### src/hw/rtl/sire_pkg.sv
// shared types and constants of the sorted id range encoder
package sire_pkg;

  localparam int ID_W   = 32;
  localparam int HALF_W = 16;
  localparam int ROW_W  = 16;
  localparam int OFS_W  = 16;
  localparam int KIND_W = 2;

  typedef logic [KIND_W-1:0] kind_t;

  localparam kind_t KIND_HEADER   = 2'd0;
  localparam kind_t KIND_COUNT    = 2'd1;
  localparam kind_t KIND_ENDPOINT = 2'd2;

  typedef enum logic [2:0] {
    ST_IDLE,
    ST_PROC,
    ST_GAP,
    ST_STORE,
    ST_HDR,
    ST_CNT,
    ST_EP
  } state_t;

endpackage

### src/hw/rtl/sorted_id_range_encoder.sv
// sorted id range encoder: groups ids by high half, merges low-half runs into ranges
//
//   channel | signals                                      | dir | meaning
//   --------+----------------------------------------------+-----+---------------------------
//   in      | in_valid in_ready id_value list_end list_id  | in  | one id word of a sorted list
//   out     | out_valid out_ready code_word word_kind      | out | one word of the encoded list
//           | word_offset row_id row_done overflowed       |     |
//
// an id extending the open range is accepted, then updated; a new range adds a gap step
// an id that closes a group is accepted, decided and stores the last end, then emits the
// header, count and endpoint words, endpoints streaming through the registered read port;
// a changed high half reopens from decide, so such an id on a list end closes two groups
// input is accepted only in idle; a stalled output holds the drain without losing words
// synchronous reset clears all control state; the endpoint memory needs no clearing
module sorted_id_range_encoder
  import sire_pkg::*;
#(
  parameter int MAX_ENDPOINTS = 28
) (
  input  logic              clk,
  input  logic              rst,
  input  logic              in_valid,
  output logic              in_ready,
  input  logic [ID_W-1:0]   id_value,
  input  logic              list_end,
  input  logic [ROW_W-1:0]  list_id,
  output logic              out_valid,
  input  logic              out_ready,
  output logic [HALF_W-1:0] code_word,
  output logic [KIND_W-1:0] word_kind,
  output logic [OFS_W-1:0]  word_offset,
  output logic [ROW_W-1:0]  row_id,
  output logic              row_done,
  output logic              overflowed
);

  localparam int CNT_W  = $clog2(MAX_ENDPOINTS + 1);
  localparam int ADDR_W = $clog2(MAX_ENDPOINTS);

  // control state
  state_t             state, state_next;
  logic               grp_open, grp_open_next;
  logic [HALF_W-1:0]  cur_high, cur_high_next;
  logic [HALF_W-1:0]  prev_low, prev_low_next;
  logic [CNT_W-1:0]   ep_count, ep_count_next;
  logic [OFS_W-1:0]   next_offset, next_offset_next;
  logic               ovf_seen, ovf_seen_next;
  logic               cl_done, cl_done_next;
  logic [CNT_W-1:0]   ep_idx, ep_idx_next;

  // latched input word
  logic [HALF_W-1:0]  item_high, item_low;
  logic               item_last;
  logic [ROW_W-1:0]   item_row;

  // endpoint memory, one write and one registered read port
  logic [HALF_W-1:0]  ep_mem [MAX_ENDPOINTS];
  logic               mem_we;
  logic [ADDR_W-1:0]  mem_waddr;
  logic [HALF_W-1:0]  mem_wdata;
  logic [ADDR_W-1:0]  rd_addr;
  logic [HALF_W-1:0]  rd_data;

  // output word staging
  logic               can_emit;
  logic               emit;
  logic [HALF_W-1:0]  emit_word;
  kind_t              emit_kind;
  logic               emit_done;

  logic               in_take;
  logic               gap;
  logic               fits;
  logic               last_ep;

  assign in_ready = (state == ST_IDLE);
  assign in_take  = in_valid && in_ready;
  assign can_emit = !out_valid || out_ready;

  // a low half beyond previous_low + 1 starts a new range
  assign gap  = {1'b0, item_low} > ({1'b0, prev_low} + (HALF_W+1)'(1));
  // new range needs room for its start and the open range's end plus a closing end
  assign fits = ({1'b0, ep_count} + (CNT_W+1)'(3)) <= (CNT_W+1)'(MAX_ENDPOINTS);
  assign last_ep = (ep_idx + CNT_W'(1)) == ep_count;

  always_comb begin
    state_next       = state;
    grp_open_next    = grp_open;
    cur_high_next    = cur_high;
    prev_low_next    = prev_low;
    ep_count_next    = ep_count;
    next_offset_next = next_offset;
    ovf_seen_next    = ovf_seen;
    cl_done_next     = cl_done;
    ep_idx_next      = ep_idx;
    mem_we           = 1'b0;
    mem_waddr        = ep_count[ADDR_W-1:0];
    mem_wdata        = prev_low;
    emit             = 1'b0;
    emit_word        = cur_high;
    emit_kind        = KIND_HEADER;
    emit_done        = 1'b0;

    case (state)
      ST_IDLE: begin
        if (in_take) begin
          state_next = ST_PROC;
        end
      end

      ST_PROC: begin
        if (!grp_open) begin
          // open a group with a single-point range at the low half
          mem_we        = 1'b1;
          mem_waddr     = '0;
          mem_wdata     = item_low;
          ep_count_next = CNT_W'(1);
          cur_high_next = item_high;
          prev_low_next = item_low;
          grp_open_next = 1'b1;
          if (item_last) begin
            cl_done_next = 1'b1;
            state_next   = ST_STORE;
          end else begin
            state_next = ST_IDLE;
          end
        end else if (item_high != cur_high) begin
          // high half changed: drain the group, then reopen from here
          cl_done_next = 1'b0;
          state_next   = ST_STORE;
        end else if (gap && fits) begin
          // end of the open range first, start of the new one next cycle
          mem_we        = 1'b1;
          ep_count_next = ep_count + CNT_W'(1);
          state_next    = ST_GAP;
        end else begin
          if (gap) begin
            ovf_seen_next = 1'b1;
          end else begin
            prev_low_next = item_low;
          end
          if (item_last) begin
            cl_done_next = 1'b1;
            state_next   = ST_STORE;
          end else begin
            state_next = ST_IDLE;
          end
        end
      end

      ST_GAP: begin
        mem_we        = 1'b1;
        mem_wdata     = item_low;
        ep_count_next = ep_count + CNT_W'(1);
        prev_low_next = item_low;
        if (item_last) begin
          cl_done_next = 1'b1;
          state_next   = ST_STORE;
        end else begin
          state_next = ST_IDLE;
        end
      end

      ST_STORE: begin
        // close the open range; always fits, the count stays odd while open
        mem_we        = 1'b1;
        ep_count_next = ep_count + CNT_W'(1);
        ep_idx_next   = '0;
        state_next    = ST_HDR;
      end

      ST_HDR: begin
        if (can_emit) begin
          emit             = 1'b1;
          next_offset_next = next_offset + OFS_W'(1);
          state_next       = ST_CNT;
        end
      end

      ST_CNT: begin
        emit_word = HALF_W'(ep_count);
        emit_kind = KIND_COUNT;
        if (can_emit) begin
          emit             = 1'b1;
          next_offset_next = next_offset + OFS_W'(1);
          state_next       = ST_EP;
        end
      end

      ST_EP: begin
        emit_word = rd_data;
        emit_kind = KIND_ENDPOINT;
        emit_done = cl_done && last_ep;
        if (can_emit) begin
          emit             = 1'b1;
          ep_idx_next      = ep_idx + CNT_W'(1);
          next_offset_next = next_offset + OFS_W'(1);
          if (last_ep) begin
            ep_count_next = '0;
            grp_open_next = 1'b0;
            if (cl_done) begin
              next_offset_next = '0;
              state_next       = ST_IDLE;
            end else begin
              state_next = ST_PROC;
            end
          end
        end
      end

      default: begin
        state_next = ST_IDLE;
      end
    endcase
  end

  // read ahead so the data for the current index is ready after each step
  always_comb begin
    if (ep_idx_next < CNT_W'(MAX_ENDPOINTS)) begin
      rd_addr = ep_idx_next[ADDR_W-1:0];
    end else begin
      rd_addr = '0;
    end
  end

  always_ff @(posedge clk) begin
    if (mem_we) begin
      ep_mem[mem_waddr] <= mem_wdata;
    end
    rd_data <= ep_mem[rd_addr];
  end

  always_ff @(posedge clk) begin
    if (rst) begin
      state <= ST_IDLE;
    end else begin
      state <= state_next;
    end
  end

  always_ff @(posedge clk) begin
    if (rst) begin
      grp_open    <= 1'b0;
      cur_high    <= '0;
      prev_low    <= '0;
      ep_count    <= '0;
      next_offset <= '0;
      ovf_seen    <= 1'b0;
      cl_done     <= 1'b0;
      ep_idx      <= '0;
      out_valid   <= 1'b0;
    end else begin
      grp_open    <= grp_open_next;
      cur_high    <= cur_high_next;
      prev_low    <= prev_low_next;
      ep_count    <= ep_count_next;
      next_offset <= next_offset_next;
      ovf_seen    <= ovf_seen_next;
      cl_done     <= cl_done_next;
      ep_idx      <= ep_idx_next;
      if (emit) begin
        out_valid <= 1'b1;
      end else if (out_ready) begin
        out_valid <= 1'b0;
      end
    end
  end

  // payload registers
  always_ff @(posedge clk) begin
    if (in_take) begin
      item_high <= id_value[ID_W-1:HALF_W];
      item_low  <= id_value[HALF_W-1:0];
      item_last <= list_end;
      item_row  <= list_id;
    end
    if (emit) begin
      code_word   <= emit_word;
      word_kind   <= emit_kind;
      word_offset <= next_offset;
      row_id      <= item_row;
      row_done    <= emit_done;
      overflowed  <= ovf_seen;
    end
  end

endmodule

### config.mk
export PLATFORM = sky130hd
export DESIGN_NAME = sorted_id_range_encoder
export DESIGN_NICKNAME = d
export VERILOG_FILES = /design/src/hw/rtl/sire_pkg.sv /design/src/hw/rtl/sorted_id_range_encoder.sv
export SDC_FILE = /design/constraint.sdc
export NUM_CORES = 1
export LEC_CHECK = 0
export BUFFER_PORTS_ARGS = -buffer_cell sky130_fd_sc_hd__buf_4
export CELL_PAD_IN_SITES_DETAIL_PLACEMENT = 1
export CELL_PAD_IN_SITES_GLOBAL_PLACEMENT = 2
export CORE_UTILIZATION = 44
export DETAILED_ROUTE_END_ITERATION = 10
export PLACE_DENSITY = 0.81
export SLEW_MARGIN = 10
export SYNTH_ARGS = -nofsm -noshare
export SYNTH_HDL_FRONTEND = slang
export SYNTH_SLANG_ARGS = --single-unit
export TNS_END_PERCENT = 20
### constraint.sdc
create_clock -name clk -period 6.78 [get_ports clk]
set_clock_uncertainty 0.15 [all_clocks]
set_input_delay 0.339 -clock clk [delete_from_list [all_inputs] [get_ports clk]]
set_output_delay 0.339 -clock clk [all_outputs]
set_load 0.005 [all_outputs]
=== Word-level counts from Yosys, hierarchy flattened ===
Memory sizes are Yosys's and may differ from the RTL's. A register that Yosys moved wholly into a read port is not among the register bits.
Cells that the tools add are included.

* Flip-flop bits (word level): 166
* Memories: 1
* RAM bits: 448
* Word-level logic and storage cells: 127

* $add $sub $neg: 5
* Reductions and logical operators: 22
* $lt $le $gt $ge: 3
* Eq/ne operators: 19
* Mux-type cells: 54
* Bitwise logic cells: 3

{| class="wikitable"
|+ Memory list
! memory !! words !! width !! read ports !! clocked after memory_dff !! wr ports !! line !! source
|-
| ep_mem || 28 || 16 || 1 || 1 || 1 || sorted_id_range_encoder.sv:57 || <nowiki>logic [HALF_W-1:0] ep_mem [MAX_ENDPOINTS];</nowiki>
|}

{| class="wikitable"
|+ Operators with widths
! kind !! count
|-
| $mux W16 || 9
|-
| $pmux W16 S2 || 4
|-
| $mux W5 || 9
|-
| $pmux W3 S7 || 1
|-
| $add A16 B1 Y17 const B || 1
|-
| $gt A16 B17 Y1 || 1
|-
| $add A16 B1 Y16 const B || 1
|-
| $mux W1 || 16
|-
| $ne A16 B16 Y1 || 1
|-
| $mux W3 || 5
|-
| $pmux W5 S3 || 1
|-
| $reduce_and A5 Y1 || 3
|-
| $ne A3 B3 Y1 const B || 4
|-
| $add A5 B1 Y5 const B || 2
|-
| $pmux W5 S2 || 1
|-
| $eq A3 B3 Y1 const B || 3
|-
| $mux W2 || 4
|-
| $ne A2 B2 Y1 const B || 4
|-
| $reduce_bool A2 Y1 || 4
|-
| $add A5 B2 Y6 const B || 1
|-
| $eq A3 B2 Y1 const B || 2
|-
| $le A6 B5 Y1 const B || 1
|-
| $pmux W1 S2 || 3
|-
| $reduce_and A3 Y1 || 2
|-
| other kinds (16) || 23
|}

=== Logic depth before layout (Yosys ltp) ===
* Depth after elaboration: 9
* Gate-level depth with buffers: 18
* Gate-level depth less buffers: 15

=== Worst setup path after synthesis ===
OpenSTA, ideal clock, no wires.

* Path kind: register to register
* From: register prev_low[2]
* To: memory ep_mem[26][0] (enable)
* Arrival: 4.490 ns
* Data required time: 6.200 ns
* Stages on the path, launching flop included: 16
* Slack: 1.709 ns
* Setup time: 0.430 ns
* Cell sequence: dfxtp_1 buf_2 nand3_1 nor2_1 nand2_1 or3_1 xnor2_1 ha_1 nand3_1 nor3_1 a21oi_1 a211oi_2 o21bai_2 a21o_1 buf_2 nor4_1

* Word-level cells in the longest chain between the ends: 9

{| class="wikitable"
|+ Ends and longest elaborated chain
! item !! line !! source
|-
| start, declared || sorted_id_range_encoder.sv:44 || <nowiki>logic [HALF_W-1:0] prev_low, prev_low_next;</nowiki>
|-
| start signal, assigned || sorted_id_range_encoder.sv:255 || <nowiki>prev_low <= prev_low_next;</nowiki>
|-
| $add A16 B1 Y17 || sorted_id_range_encoder.sv:81 || <nowiki>assign gap = {1'b0, item_low} > ({1'b0, prev_low} + (HALF_W+1)'(1));</nowiki>
|-
| $gt A16 B17 Y1 || sorted_id_range_encoder.sv:81 ||
|-
| $logic_and A1 B1 Y1 || sorted_id_range_encoder.sv:131 || <nowiki>end else if (gap && fits) begin</nowiki>
|-
| $mux W1 || sorted_id_range_encoder.sv:131 ||
|-
| $mux W1 || sorted_id_range_encoder.sv:127 || <nowiki>end else if (item_high != cur_high) begin</nowiki>
|-
| $mux W1 || sorted_id_range_encoder.sv:112 || <nowiki>if (!grp_open) begin</nowiki>
|-
| $pmux W1 S2 || sorted_id_range_encoder.sv:104 || <nowiki>case (state)</nowiki>
|-
| $mux W1 || sorted_id_range_encoder.sv:227 || <nowiki>if (mem_we) begin</nowiki>
|-
| $mux W1 (not written as such) || sorted_id_range_encoder.sv:228 || <nowiki>ep_mem[mem_waddr] <= mem_wdata;</nowiki>
|-
| end, declared || sorted_id_range_encoder.sv:57 ||
|}

Every way passes these cells.

=== Worst setup path after layout ===
* From: register prev_low[2]
* To: memory ep_mem[3][13] (enable)

The elaborated chain is that of the path after synthesis.

==> summary by stage <==
Route
For this block, the via count after detailed routing is 17658. The average wire per standard cell is 27.15 µm. The vias per cell is 6.116. The count of nets left with antenna violations once routing finished came out at 0. In the routed design, unresolved DRC markers number 0.

The initial detailed-routing violation count is 1765. The aggregate routed wire length is 78390 µm. The first-pass detailed-route iteration total is 6.

Synth
The Yosys warning count is 0. The unique cell type count in the Yosys netlist is 86. The synthesized design contains 549 enable-type register cells. Averaged over all synthesized cells, the footprint is 13.60 µm². The area of the mapped netlist is 25840 µm². Synthesis produced a netlist with a net count of 1975. In the synthesized netlist the async set-or-reset flop fraction comes to 0%. Summing the sequential cell areas from Yosys gives 70.08% of the chip area. The biggest area contributor in the post-synthesis netlist is sky130_fd_sc_hd__edfxtp_1. In the post-synthesis netlist, the biggest area contributors are sky130_fd_sc_hd__edfxtp_1, sky130_fd_sc_hd__dfxtp_1, sky130_fd_sc_hd__nand2_1, sky130_fd_sc_hd__a21oi_1, sky130_fd_sc_hd__nor2_1.

In the synthesized netlist the dominant register cell turns out to be sky130_fd_sc_hd__edfxtp_1. Synthesis inferred 630 register bits. The portion of synthesized cell area occupied by the leading cell type is 63.80%.

The synthesized instance count is 1900.

Cells and area
Leaving out fill and tap cells, the most frequent cells in the layout are sky130_fd_sc_hd__edfxtp_1, sky130_fd_sc_hd__nand2_1, sky130_fd_sc_hd__buf_4. The register with the highest flop count is ep_mem. The register with the most flip-flops in the layout has 448 of them. The number of nets in the finished design is 2143. For this run, the number of standard cells in the final layout without fillers is 2887. Relative to the synthesized area, the layout overhead comes to 17.31%.

The post-route netlist has 17.16% of its cells at a drive strength greater than 1. The filler cell count in the final layout is 5706. The library cell used most frequently in the layout, excluding fill and tap cells, is sky130_fd_sc_hd__edfxtp_1.

Timing
After layout, the worst setup slack is 1.852 ns. Measured against its own limit, the worst slew margin works out to 23.81%. The number of setup violations in the final report is 0.

The number of failing hold endpoints at the final stage came to 0. The final count of pins violating max slew was 0. Setup repair after global routing left no endpoint under its margin.

The summed negative setup slack over all endpoints is 0 ns. The final period utilization is 72.68%. The slew at the pin with the worst max-slew slack is 1.139 ns. Static timing analysis puts the maximum clock frequency at 0.2029 GHz. The routed design could run at a clock period as short as 4.928 ns.

Run
Max-cap violations in this run came to 0.

Floorplan
The overall die area is 59700 µm². The placeable core region is 57810 µm². The floorplan has 88 rows. Pin placement for this block handled 107 I/O pins.

The die is 244.3 µm wide. The height of the die is 244.3 µm. The initial core utilization is 44.70%.

Hold path
Along the worst hold path, the cell count comes to 3. The kind of path behind the tightest hold check is input port to flop.

GRT
The number of global-route vias before repair is 18267. The maximum number of pins on one net before global-route repair is 50. For this run, the total global-route usage over all layers was measured as 26.52%.

The first global-routing pass estimated 117300 µm of wire. The total overflow left after global routing is 0. The initial antenna violation count is 2.

Clock tree
After clock tree synthesis, the clock-pin slew on the worst setup and hold paths is 0.06 ns. For the worst-skew pair, the clock arrives at the later sink with an insertion delay of 0.61 ns. The root buffer cell is sky130_fd_sc_hd__clkbuf_16.

The clock tree from TritonCTS is built. The post-CTS resize count is 0. The maximum number of buffers from clock root to sink is 3.

The H-tree was split into 3 levels. For this design, the sink count on the clock tree is 630. The number of buffers added by the clock tree synthesis step is 68.

Worst setup path
At the worst endpoint, the required time is 6.93 ns. The critical path class is flop to flop. Measured in cells, the most critical reg-to-reg path has a length of 15. The category of the worst setup path launch point is a flop.

The critical path arrival is 5.08 ns. The largest driver fanout on the critical path is 18. The category of the worst setup path capture point is a flop.

Power and ir drop
The leakage power figure is 10.33 nW. The largest voltage drop on the vdd net is 0.2979 mV. The design draws 0.01066 W. For this design the ratio of total power to cell area is 351.5 nW/µm².

Run status
The run finished with clean final reports.

Placement
At the end of routability-driven placement, the weighted congestion stood at 0.8912. The count of port buffers added during placement is 106. Once detailed placement completed, the half-perimeter wirelength came to 49220 µm. The number of placed instances, taps included, is 2713. Prior to clock tree synthesis, the placed netlist has a worst setup slack of 1.614 ns.
==> worst max-delay path: stages, from the launching register on <==
cell and delay, ns:
sky130_fd_sc_hd__dfxtp_1 0.48, sky130_fd_sc_hd__nand3_1 0.23, sky130_fd_sc_hd__nor2_1 0.24, sky130_fd_sc_hd__nand2_1 0.10, sky130_fd_sc_hd__or3_1 0.41, sky130_fd_sc_hd__xnor2_1 0.15
sky130_fd_sc_hd__ha_1 0.30, sky130_fd_sc_hd__nand3_1 0.12, sky130_fd_sc_hd__nor3_1 0.28, sky130_fd_sc_hd__a21oi_1 0.18, sky130_fd_sc_hd__a211oi_2 0.34, sky130_fd_sc_hd__o21bai_2 0.18
sky130_fd_sc_hd__a21o_1 0.38, sky130_fd_sc_hd__buf_4 0.34, sky130_fd_sc_hd__nor3_2 0.40, sky130_fd_sc_hd__buf_4 0.31
==> cells by family after synthesis <==
group / Yosys count / synth area share [%]
adder cells (fa/ha/maj): 23 / 1.104
AO/OA/AOI/OAI: 433 / 12.65
flip-flops: 630 / 70.08
XOR/XNOR: 52 / 1.763
multiplexers: 35 / 1.448
AND/OR/NAND/NOR: 588 / 10.26
buffers and inverters: 139 / 2.707
==> final cells by class <==
cell class	instances	area, µm²	area share (%)
diodes	1	2.502	0.008256
clock buffers	91	1934	6.382
clock inverters	32	255.2	0.8421
inverters	25	93.84	0.3096
multi-input cells	1131	7244	23.90
flip-flops and latches	630	18110	59.74
well taps	765	957.2	3.158
repair buffers	212	1717	5.663
==> stage by stage <==
| step | hold slack [ns] | utilization, % | instance area [µm²] |
|---|---|---|---|
| floorplan | 0.2503 | - | 25840 |
| global placement | 0.2506 | 47.73 | 27590 |
| detailed placement | 0.2595 | 47.73 | 27590 |
| CTS | 0.06042 | 52.39 | 30280 |
| global route | 0.1056 | 52.43 | 30310 |
| finish | 0.1134 | 52.44 | 30310 |
==> synthesized netlist by cell type, drive strengths merged, types with 8 or more instances <==
cell and instances:
clkbuf 43, and3 14, a32oi 11, a31oi 40
o32ai 11, o31ai 11, nand2 270, edfxtp 549
xnor2 15, or2 9, ha 22, a22oi 10
a21oi 84, o22ai 32, buf 71, xor2 37
or3 12, o22a 22, mux2i 16, nor2 108
a21o 10, o21ai 45, nor4 15, or4 11
nor3 32, o221ai 26, o221a 20, mux2 19
a211oi 21, a311oi 12, o211ai 20, a311o 8
nand3 79, dfxtp 81, nand4 20, a22o 11
inv 25
==> timing repair <==
item                                   4_1_cts  5_1_grt
endpoints found under the hold margin       53        0
setup buffers                                0        0
hold buffers                                50        0
==> power breakdown <==
part	internal (W)	switching, W
Sequential	0.00493	0.000236
Clock	0.00212	0.00154
Combinational	0.000488	0.00133
==> final timing paths <==
path                     from            end  slack, ns
setup / recovery  prev_low[2]  ep_mem[3][13]       1.85
hold / removal      out_ready      out_valid       0.11
setup reg to reg  prev_low[2]  ep_mem[3][13]       1.85
hold reg to reg   item_row[0]      row_id[0]       0.27
==> layer usage <==
layer / share of wire (%) / track usage (%) / up-vias
li1: - / - / 7698
met1: 42 / 36.07 / 9123
met2: 47 / 42.13 / 692
met3: 7.8 / 5.070 / 141
met4: 3.2 / 10.22 / 4
met5: 0.031 / 0 / -
No activity file was read; power rests on OpenSTA's default activity.
